File: src/hdl/sdpm_ram.sv
// Generic simple dual-port RAM with registered read.
`default_nettype none
module sdpm_ram #(
   parameter int WIDTH = 8,
   parameter int DEPTH = 16
) (
   input  wire logic                     clock,
   input  wire logic                     wr_en,
   input  wire logic [$clog2(DEPTH)-1:0] wr_addr,
   input  wire logic [WIDTH-1:0]         wr_data,
   input  wire logic [$clog2(DEPTH)-1:0] rd_addr,
   output      logic [WIDTH-1:0]         rd_data
);

   logic [WIDTH-1:0] mem_ff [DEPTH];

   always_ff @(posedge clock) begin
      if (wr_en) begin
         mem_ff[wr_addr] <= wr_data;
      end
      rd_data <= mem_ff[rd_addr];
   end

endmodule
`default_nettype wire

File: config.mk
export PLATFORM = sky130hd
export DESIGN_NAME = sdpm_ram
export DESIGN_NICKNAME = d
export VERILOG_FILES = /design/src/hdl/sdpm_ram.sv
export SDC_FILE = /design/constraint.sdc
export NUM_CORES = 1
export LEC_CHECK = 0
export ABC_CLOCK_PERIOD_IN_PS = 1590
export CAP_MARGIN = 20
export CORE_AREA = 2 2 114 89
export DETAILED_ROUTE_END_ITERATION = 8
export DIE_AREA = 0 0 116 91
export DONT_BUFFER_PORTS = 1
export PLACE_DENSITY = 0.73
export REMOVE_ABC_BUFFERS = 1
export SYNTH_ARGS = -nofsm -noshare
export SYNTH_HDL_FRONTEND = slang
export SYNTH_SLANG_ARGS = --single-unit
File: constraint.sdc
create_clock -name clock -period 1.59 [get_ports clock]
set_clock_uncertainty 0.1 [all_clocks]
set_input_delay 0.159 -clock clock [delete_from_list [all_inputs] [get_ports clock]]
set_output_delay 0.159 -clock clock [all_outputs]
set_load 0.01 [all_outputs]
* Yosys cells after proc, flatten, opt, wreduce, memory -nomap -nowiden
Memories as Yosys holds them, arrays and structs flattened. A register that Yosys moved wholly into a read port is not among the register bits.
Cells that the tools add are included.
** Storage, ports and cells
- Register bits :: 0
- Latch bits :: 0
- Memory bits (writable) :: 128
- Bits in read-only memories :: 0
- Bits of input ports :: 18
- Output and inout port bits :: 8
- Word-level logic and storage cells :: 3
- Memories kept :: 1
** Operators by class
- Add/subtract/negate cells :: 0
- Multipliers :: 0
- Divide/modulo/power cells :: 0
- Magnitude comparators :: 0
- Equality and inequality tests :: 0
- Shift operators :: 0
- Muxes and demuxes :: 2
- Bitwise logic cells :: 0
- Reduce and logical (&&, ||, !) cells :: 0
** Memories
- mem_ff :: depth 16, width 8, read ports 1, clocked after Yosys merged registers in 1, write ports 1, RTL line 15 : logic [WIDTH-1:0] mem_ff [DEPTH];
** Operators by type and width (count)
- 1-bit two-way mux :: 2

* Depth between registers and ports, before layout
- Word-level depth :: 2
- Depth in mapped cells :: 5
- Mapped depth without buffers :: 3

* Worst setup path after synthesis
No wires, ideal clock.
- Kind :: input -> register
- Start point :: in wr_addr[2]
- End point :: mem mem_ff[0][0] (enable)
- Setup time :: 0.383 ns
- Arrival time :: 1.269 ns
- Data required time :: 1.107 ns
- Path slack :: -0.162 ns
- Cell stages on the path :: 2
- Buffers on the path :: 0
- Path through :: or3b_2 -> nor3_1
** RTL lines
- start, declared :: RTL line 9 : input wire logic [$clog2(DEPTH)-1:0] wr_addr,
- end, declared :: RTL line 15
No word-level cell before the write port.

==> results.tsv <==
metric	value	unit
Final Non-Filler Cells	415	
Slew Limit Fails	0	
Hold Vio Cnt, Final	0	
Cell Pwr Density	1350	mW/mm^2
post-route minimum period	1.43	ns
reg2reg setup slack	0.16	ns
maximum net fanout on the critical path	1	
Seq pwr share	0.491	
HPWL after DPL	5690	um
worst skew pair latency	0.42	ns
largest area contributor in the netlist	edfxtp_1	
total power	8.25	mW
Sw Ratio	0.194	
Worst slew margin	0.593	
RSZ-0062 raised after global routing	no	
first-pass GRT wire length	14800	um
worst slew pin tran	0.608	ns
# port buffers	0	
number of vias per cell	5.76	
largest net degree at the start of global routing	30	
clock network power share	0.472	
Unique masters post-synth	19	
CTS sink cnt	136	
internal power	6.65	mW
fillers	636	
Die ar.	0.0106	mm^2
core area	0.00939	mm^2
global route total overflow	0	
# setup viols final	0	
synthesized area	0.00515	mm^2
CP Data Required Time	1.79	ns
post-place setup slack	0.127	ns
TritonCTS Buffers	17	
Worst R2R Path Depth	3	
Layout Nets	286	
GP Congestion	0.734	
final period utilization	0.898	
Clk pin slew, worst setup/hold paths	0.06	ns
Initial Util	0.548	
P_sw	1.60	mW
Residual DRC	0	
Die W	116	um
setup slack after layout	0.162	ns
CTS Root Cell	clkbuf_16	
hold_sp	rd_addr[0]	
Comb pwr share	0.037	
TritonCTS clock tree	built	
Hold WS	0.0110	ns
Mapped Cells	229	
status	finished clean	
Max Clk Rate	0.700	GHz
area grow syn2layout	18.4	%
static leakage	2.05	nW
syn_area_per_cell	22.5	um^2
Crit. End Element	register	
vias in the first global route	2451	
Inst Count DP	370	
initial antenna violation count	2	
crit start category	register	
vias post-DR	2389	
dominant cells by area after synthesis	edfxtp_1, mux4_2, mux4_1	
Routed WL per cell	23.5	um
Setup TNS Final	0	ns
hold endpoint	rd_data[3]	
commonest cells after routing, fill and taps aside	edfxtp_1, buf_4, mux4_2	
Synth Register Bits	136	
Crit Reg-Reg Startpoint	mem_ff[2][5]	
CTS max path bufs	2	
yosys warns	0	
hold depth	3	
Cell Rows	31	
Ports	26	
first-pass iteration count of the detailed router	4	
WS Path Type	reg -> reg	
VDD IR-drop max	0.000967	V
chip height	91	um
post-synthesis sequential area ratio	0.778	
reg-to-reg endpoint	rd_data[5]	
# H-tree levels	4	
most common cell after layout, fill and taps aside	edfxtp_1	
Arrival @ worst endpoint	1.63	ns
layout cells sized above 1	0.246	
ANT nets after route	0	
area share of the largest cell type after synthesis	0.747	
drt initial violations	215	
final WL	9770	um
GRT Util Overall	0.205	
MaxCap Viol Count	0	
Hold Path Class	in -> reg	
cells in the mapped netlist:
| master | instances |
|---|---|
| nor2_1 | 13 |
| dfxtp_1 | 8 |
| nand3_1 | 1 |
| buf_2 | 3 |
| buf_6 | 3 |
| buf_4 | 1 |
| clkdlybuf4s25_2 | 3 |
| nand2b_1 | 2 |
| nor3_1 | 4 |
| mux4_2 | 18 |
| a22oi_1 | 16 |
| nand2_1 | 9 |
| mux4_1 | 14 |
| or3b_2 | 1 |
| nor2b_1 | 1 |
| and2_1 | 1 |
| edfxtp_1 | 128 |
| nand3b_1 | 2 |
| and2b_1 | 1 |
worst max-delay path, cell delays in order (launching register included):
cell	delay, ns
edfxtp_1	0.37
mux4_1	0.50
a22oi_1	0.26
nand2_1	0.10
how the worst max path moves through the flow:
stage	slack [ns]	depth (start not counted)	endpoint	startpoint
after floorplan	-0.16	2	mem_ff[0][0]	wr_addr[2]
after global placement	0.17	3	mem_ff[0][3]	wr_addr[2]
after detailed placement	0.13	3	mem_ff[0][6]	wr_addr[2]
after CTS	0.09	4	rd_data[4]	rd_addr[0]
after global routing	0.06	3	rd_data[2]	mem_ff[9][2]
final	0.16	3	rd_data[5]	mem_ff[2][5]
cells by family (layout without fill, tap and decap cells):
kind of cell	count (synthesis)	count (layout)	synth area share
AO/OA/AOI/OAI	16	16	0.0233
buffers and inverters	10	62	0.0168
multiplexers	32	32	0.150
AND/OR/NAND/NOR	35	35	0.0318
flip-flops	136	136	0.778
other	0	2	0
layout make-up:
type                    count  area [um^2]  area share
diodes                      2         5.00    0.000821
flip-flops and latches    136         4000       0.657
clock inverters            12          151      0.0248
clock buffers              20          447      0.0733
repair buffers             30          265      0.0435
multi-input cells          83         1060       0.173
well taps                 132          165      0.0271
power by group through the flow:
| stage | Combinational, mW | Clock [mW] | Sequential (mW) |
|---|---|---|---|
| after floorplan | 0.161 | 0 | 4.11 |
| after global placement | 0.217 | 0 | 4.12 |
| after detailed placement | 0.220 | 0 | 4.13 |
| after CTS | 0.310 | 3.94 | 4.05 |
| after global routing | 0.333 | 4.07 | 4.06 |
| final | 0.309 | 3.89 | 4.05 |
layer usage:
metal | share of wire | vias up | routed length [um] | global-route usage
li1 | - | 1053 | - | -
met4 | 0.0093 | 0 | 91 | 0.0685
met5 | 0 | - | 0 | 0
met3 | 0.075 | 10 | 737 | 0.0734
met2 | 0.45 | 90 | 4370 | 0.285
met1 | 0.47 | 1236 | 4570 | 0.305
flip-flops by register name (all words and copies together), names as in the netlist:
| signal | flops |
|---|---|
| mem_ff | 128 |
| rd_data | 8 |
what timing repair did:
| item | 4_1_cts | 5_1_grt |
|---|---|---|
| setup buffers | 0 | 0 |
| hold buffers | 11 | 0 |
| setup endpoints to repair | 0 | 1 |
| hold endpoints to repair | 139 | 0 |
| gates resized for setup | 0 | 1 |
through the flow:
step / utilization / area [um^2]
5_1_grt: 0.649 / 6090
3_5_place_dp: 0.572 / 5370
3_3_place_gp: 0.572 / 5370
4_1_cts: 0.648 / 6090
6_report: 0.649 / 6090
2_1_floorplan: - / 5060
Power figures use the tool's default switching activity.
