## src/hdl/sdpm_pkg.sv

```systemverilog
// Shared types, constants and helpers of the serpentine dither palette mapper.
`default_nettype none
package sdpm_pkg;

   localparam int MAX_WIDTH    = 2048;
   localparam int ROW_SLOTS    = MAX_WIDTH + 2;
   localparam int ADDR_W       = $clog2(ROW_SLOTS);
   localparam int PASS_W       = $clog2(ROW_SLOTS + 1);
   localparam int COL_W        = 12;
   localparam int PAL_DEPTH    = 256;
   localparam int IDX_W        = 8;
   localparam int CNT_W        = 9;
   localparam int CELL_COUNT   = 16;
   localparam int CELL_ENTRIES = PAL_DEPTH / CELL_COUNT;
   localparam int SLOT_W       = $clog2(CELL_ENTRIES);
   localparam int CELL_SEL_W   = $clog2(CELL_COUNT);
   localparam int ERROR_SCALE  = 1024;
   localparam int ERR_SHIFT    = $clog2(ERROR_SCALE);
   localparam int ERR_W        = 20;
   localparam int DIST_W       = 18;
   localparam int SQ_W         = 16;
   localparam int DIFF_W       = 9;
   localparam int EPOCH_W      = 8;
   localparam int EPOCH_LIMIT  = (1 << EPOCH_W) - 4;
   // search: slot steps, two cell stages, then the ripple along the chain
   localparam int SCAN_LAST    = CELL_ENTRIES + 2 + CELL_COUNT - 1;
   localparam int SCAN_W       = $clog2(SCAN_LAST + 1);

   // error shares in sixteenths, pre-scaled
   localparam int SHARE_7 = 7 * ERROR_SCALE / 16;
   localparam int SHARE_3 = 3 * ERROR_SCALE / 16;
   localparam int SHARE_5 = 5 * ERROR_SCALE / 16;
   localparam int SHARE_1 = 1 * ERROR_SCALE / 16;

   typedef enum logic [1:0] {
      ACT_LOAD  = 2'd0,
      ACT_PIXEL = 2'd1,
      ACT_FRAME = 2'd2
   } action_type;

   localparam logic [1:0] REG_ROW_WIDTH     = 2'd0;
   localparam logic [1:0] REG_MAX_LEVEL     = 2'd1;
   localparam logic [1:0] REG_PALETTE_COUNT = 2'd2;
   localparam logic [1:0] REG_DITHER_ENABLE = 2'd3;

   typedef logic [2:0][7:0] rgb_type;   // [0] red, [1] green, [2] blue

   typedef struct packed {
      logic [EPOCH_W-1:0]          tag;
      logic [2:0][ERR_W-1:0]       err;
   } err_word_type;

   localparam int ERR_WORD_W = $bits(err_word_type);

   typedef struct packed {
      logic [DIST_W-1:0] distance;
      logic [IDX_W-1:0]  idx;
      rgb_type           rgb;
   } cand_type;

   localparam cand_type CAND_NONE = '1;

   typedef struct packed {
      logic              clear;
      logic              step;
      logic [SLOT_W-1:0] slot;
      logic [CNT_W-1:0]  count;
      logic              load;
      logic [IDX_W-1:0]  load_idx;
      rgb_type           load_rgb;
      rgb_type           pix;
   } cell_ctl_type;

   // lower distance wins, equal distance goes to the lower palette index
   function automatic logic better(input cand_type a, input cand_type b);
      return (a.distance < b.distance) ||
             ((a.distance == b.distance) && (a.idx < b.idx));
   endfunction

endpackage
`default_nettype wire

```

## src/hdl/sdpm_cell.sv

```systemverilog
// One search cell: holds a slice of the palette and its running best.
`default_nettype none
module sdpm_cell
   import sdpm_pkg::*;
(
   input  wire logic                  clock,
   input  wire logic                  reset,
   input  wire logic [CELL_SEL_W-1:0] cell_id,
   input  wire cell_ctl_type          ctl,
   input  wire cand_type              chain_in,
   output      cand_type              chain_out
);

   rgb_type             pal_ff [CELL_ENTRIES];
   logic [2:0][SQ_W-1:0] sq_ff;
   logic                s1_valid_ff;
   logic [IDX_W-1:0]    s1_idx_ff;
   rgb_type             s1_rgb_ff;
   cand_type            local_ff;
   cand_type            chain_ff;

   rgb_type             entry;
   logic [IDX_W-1:0]    entry_idx;
   logic [2:0][SQ_W-1:0] sq;
   logic [DIST_W-1:0]   sq_sum;

   assign entry     = pal_ff[ctl.slot];
   assign entry_idx = {ctl.slot, cell_id};
   assign sq_sum    = DIST_W'(sq_ff[0]) + DIST_W'(sq_ff[1]) + DIST_W'(sq_ff[2]);
   assign chain_out = chain_ff;

   always_comb begin
      logic signed [DIFF_W-1:0]     d;
      logic signed [2*DIFF_W-1:0]   p;
      for (int c = 0; c < 3; c++) begin
         d     = $signed({1'b0, ctl.pix[c]}) - $signed({1'b0, entry[c]});
         p     = d * d;
         sq[c] = p[SQ_W-1:0];
      end
   end

   always_ff @(posedge clock) begin
      if (ctl.load && (ctl.load_idx[CELL_SEL_W-1:0] == cell_id)) begin
         pal_ff[ctl.load_idx[IDX_W-1:CELL_SEL_W]] <= ctl.load_rgb;
      end
      sq_ff     <= sq;
      s1_idx_ff <= entry_idx;
      s1_rgb_ff <= entry;
      if (ctl.clear) begin
         local_ff <= CAND_NONE;
      end else if (s1_valid_ff && (sq_sum < local_ff.distance)) begin
         local_ff <= '{distance: sq_sum, idx: s1_idx_ff, rgb: s1_rgb_ff};
      end
      chain_ff <= better(local_ff, chain_in) ? local_ff : chain_in;
      if (reset) begin
         s1_valid_ff <= 1'b0;
      end else begin
         s1_valid_ff <= ctl.step && ({1'b0, entry_idx} < ctl.count);
      end
   end

endmodule
`default_nettype wire

```

## config.mk

```make
export PLATFORM = sky130hd
export DESIGN_NAME = sdpm_cell
export DESIGN_NICKNAME = d
export VERILOG_FILES = /design/src/hdl/sdpm_pkg.sv /design/src/hdl/sdpm_cell.sv
export SDC_FILE = /design/constraint.sdc
export NUM_CORES = 1
export LEC_CHECK = 0
export BUFFER_PORTS_ARGS = -buffer_cell sky130_fd_sc_hd__buf_2
export CAP_MARGIN = 20
export CORE_UTILIZATION = 50
export CTS_BUF_LIST = sky130_fd_sc_hd__clkbuf_4
export CTS_CLUSTER_SIZE = 40
export DETAILED_ROUTE_END_ITERATION = 8
export PLACE_DENSITY = 0.7
export SLEW_MARGIN = 40
export SYNTH_ARGS = -nofsm -noshare
export SYNTH_HDL_FRONTEND = slang
export SYNTH_SLANG_ARGS = --single-unit
```

## constraint.sdc

```tcl
create_clock -name clock -period 8.9 [get_ports clock]
set_input_delay 1.335 -clock clock [delete_from_list [all_inputs] [get_ports clock]]
set_output_delay 1.335 -clock clock [all_outputs]
set_load 0.01 [all_outputs]
```

* Word-level counts from Yosys, hierarchy flattened
Memory sizes are Yosys's and may differ from the RTL's.
Index checks and enable logic that the tools add are counted.
Widths: inputs -> output; s select.
** Operators by class
- Mux-type cells :: 3
- Add/subtract/negate cells :: 5
- Shift-type cells :: 0
- Eq/ne operators :: 2
- Multiply operators :: 3
- Bitwise operators :: 0
- Reduce and logical (&&, ||, !) cells :: 5
- Order comparisons :: 4
- Divide/modulo/power cells :: 0
** Operators by type and width (number)
- $mux 50 :: 1
- $mul 9x9->16 :: 3
- $lt 18x18->1 :: 2
- $sub 8x8->9 :: 3
- $add 17x16->18 :: 1
- $eq 18x18->1 :: 1
- $add 16x16->17 :: 1
- $lt 8x9->1 :: 1
- $lt 8x8->1 :: 1
- $eq 4x4->1 :: 1
- $logic_and 1x1->1 :: 4
- $mux 1 :: 2
- $logic_or 1x1->1 :: 1
** Storage, ports and cells
- Bits in read-only memories :: 0
- Memories :: 1
- Bits in latches :: 0
- Bits of input ports :: 128
- RAM bits :: 384
- Bits in registers :: 181
- Output and inout port bits :: 50
** Memory list
- pal_ff :: depth 16, bits a word 24, read ports 1, clocked after Yosys merged registers in 0, write ports 1, RTL line sdpm_cell.sv:14 : rgb_type pal_ff [CELL_ENTRIES];

* Depth between registers and ports, before layout
- Depth after elaboration :: 4
- Mapped depth :: 32
- Depth with buffers taken out :: 29

* Least setup slack after synthesis
Ideal clock, no wire load.
- Path type :: input to register
- Start :: input ctl[66] (netlist name)
- End :: register sq_ff[30] (netlist name)
- Stages :: 30
- Data arrival time :: 8647 ps
- Buffers on the path :: 4
- Slack :: 181 ps
- Library setup time :: 72 ps
- Data required time :: 8828 ps
- Path through :: clkbuf_1 buf_6 buf_2 mux4_2 mux4_2 ha_1 fa_1 nor2b_1 o31a_1 o31ai_4 a21o_1 buf_6 inv_2 nor2_1 fa_1 inv_1 fa_1 inv_1 fa_1 fa_1 inv_1 fa_1 inv_1 ha_1 inv_1 o21bai_1 a2111o_1 a31o_2 a21oi_1 xnor2_1
** RTL lines
- start, declared :: RTL line sdpm_cell.sv:9 : input wire cell_ctl_type ctl,
- end signal, assigned :: RTL line sdpm_cell.sv:46 : sq_ff <= sq;
- end, declared :: RTL line sdpm_cell.sv:15 : logic [2:0][SQ_W-1:0] sq_ff;

==> flow_metrics.tcl <==
set metrics [dict create \
    layout_common_cells "edfxtp_1 (384), inv_1 (293), clkbuf_4 (203), ha_1 (195), dfxtp_1 (178)" \
    drive_gt1_share_pct 25.5 \
    synth_edf_count 384 \
    crit_fanout 17 \
    cap_violations 0 \
    grt_max_degree 50 \
    fin_area_um2 33800 \
    max_slew.worst_pin.slew_ps 793 \
    clock_sinks 562 \
    dr.pass1.iters 8 \
    ctsHoldBuffers 0 \
    antenna_found_initial 9 \
    die_x_um 246 \
    clock_latency_ps 980 \
    fillCellCount 4599 \
    multi_input_area_um2 13200 \
    cts_buffers 141 \
    worstPathRequired_ps 9790 \
    core_um2 58100 \
    synthArstFlopShare_pct 0 \
    synth_area_um2 29700 \
    fin_crit_sh_pct 87.7 \
    synth_seq_cells 562 \
    grt_pass1_vias 18900 \
    cts_setup_buffers 0 \
    htree_levels 4 \
    avgRoutedWirePerCell_um 19.8 \
    cts_repair_resize_count 0 \
    dp_cells 3057 \
    grt-ovfl-total 0 \
    area_growth_pct 13.8 \
    wl_mm 65.7 \
    drv_slew 0 \
    ios 178 \
    placed_cell_area_um2 31900 \
    cpMaxStageDelayCell "fa_1" \
    die_area_um2 60400 \
    grt_pass1_wl_mm 103 \
    slowest_delay_ps 610 \
    holdWs_ps 440 \
    min_path_cells 2 \
    cts_tree "built" \
    stdcell_count 3317 \
    via_per_inst 5.30 \
    hold_viol 0 \
    final_common_cell "edfxtp_1" \
    grtUsageTotal_pct 22.7 \
    post-route-drc-count 0 \
    cts.clk_slew.worst_paths_ps 70 \
    fin_crit_ps 7810 \
    grt_setup_unrepaired "no" \
    fmaxAchievable_mhz 128 \
    die_h_um 246 \
    r2r.worst_path.cells 26 \
    crit_path_start_kind "input pin" \
    postSynthCellCount 2102 \
    arrival_ps 8690 \
    port_buffers 177 \
    drtAntennaViolNets 0 \
    finalClockSkew_ps 54.1 \
    outcome "finished, final reports clean" \
    root_buffer "clkbuf_4" \
    num_rows 88 \
    initial_core_util_pct 51.1 \
    vias 17600 \
    worst-setup-path-type "input pin to flip-flop" \
    worstSetupEndpointType "flip-flop" \
    regArea_um2 15100 \
    syn_area_per_cell_um2 14.1 \
    max-slew-margin-rel_pct 47.0 \
    hpwl_mm 46.2 \
    place.gp.congestion 0.858 \
    synth_cell_types 71 \
    fin_tns_setup_ps 0 \
    synth_top_flop_cell "edfxtp_1" \
    ys_warn_count 0 \
    dr.first_iter.drc_count 1186 \
    fin_nets 2924 \
    final-setup-viol-count 0 \
    synth_seq_area_share_pct 50.8 \
    clock_path_buffers 3 \
    hp-class "flip-flop to flip-flop" \
]
[final timing paths]
kind / endpoint / slack, ps / startpoint
min reg2reg: local_ff[3] / 440 / s1_rgb_ff[3]
min: local_ff[3] / 440 / s1_rgb_ff[3]
max: sq_ff[14] / 1090 / ctl[66]
max reg2reg: sq_ff[30] / 1470 / pal_ff[11][10]
[layer usage]
layer / vias to the layer above / share of wire, % / global-route usage (%)
met5: - / 0.044 / 0
met3: 98 / 5.1 / 5.01
met4: 4 / 2.4 / 8.42
met1: 8831 / 40 / 27.0
li1: 8146 / - / -
met2: 485 / 52 / 40.0
[per-stage QoR]
stage / util [%] / setup slack, ps
global placement: 54.7 / 267
global route: 58.1 / 750
floorplan: - / 181
CTS: 58.1 / 1200
detailed placement: 54.8 / 146
finish: 58.1 / 1090
[cells by family after synthesis]
family	share of synthesized area, %
AOI/OAI and AO/OA	4.37
xor gates and xnor gates	3.22
adders and majority gates	19.4
buffers and inverters	4.80
DFF	50.8
muxes	12.3
other	0.0253
and+or+nand+nor	5.00
[cells in the mapped netlist, types with 7 or more instances]
library cell	n	share of area (%)
inv_1	294	3.7
nor2b_1	14	0.29
mux4_2	120	9.1
edfxtp_1	384	39
o21ai_1	7	0.12
nor2_1	93	1.2
inv_2	12	0.15
nor3_1	13	0.22
and2_1	14	0.29
o21bai_1	11	0.28
ha_1	195	8.2
xnor2_1	71	2.1
clkbuf_1	21	0.27
buf_2	14	0.24
o211ai_1	16	0.40
mux2_1	34	1.3
a21oi_1	37	0.62
dfxtp_1	178	12
nand2b_1	15	0.32
mux2i_1	55	1.9
or3_1	7	0.15
o21a_1	14	0.35
buf_4	7	0.18
xor2_1	23	0.68
o21ai_0	25	0.42
nand2_1	131	1.7
fa_1	166	11
a21o_1	31	0.78
[cell type report]
cell class / instances / area share, %
inverter: 306 / 3.41
tap: 765 / 2.83
clock buffer: 203 / 4.51
multi-input combinational: 1183 / 39.2
clock inverter: 47 / 1.07
timing repair buffer: 241 / 4.26
antenna: 10 / 0.0741
sequential: 562 / 44.7
[flip-flops by register name (all words and copies together) (netlist names)]
signal,count
local_ff,50
chain_out,50
s1_idx_ff,8
pal_ff,384
sq_ff,45
s1_rgb_ff,24
s1_valid_ff,1
[critical path: cells and delay by family]
kind            cells  cell delay [ps]
xor+xnor            2              290
mux                 2             1000
fa+ha+maj           7             2900
simple gates        3              370
buf+inv             8             1210
compound gates      7             1540
Power is not shown: default switching activity piles up to over one toggle a cycle in this logic, so the estimate is an artifact.
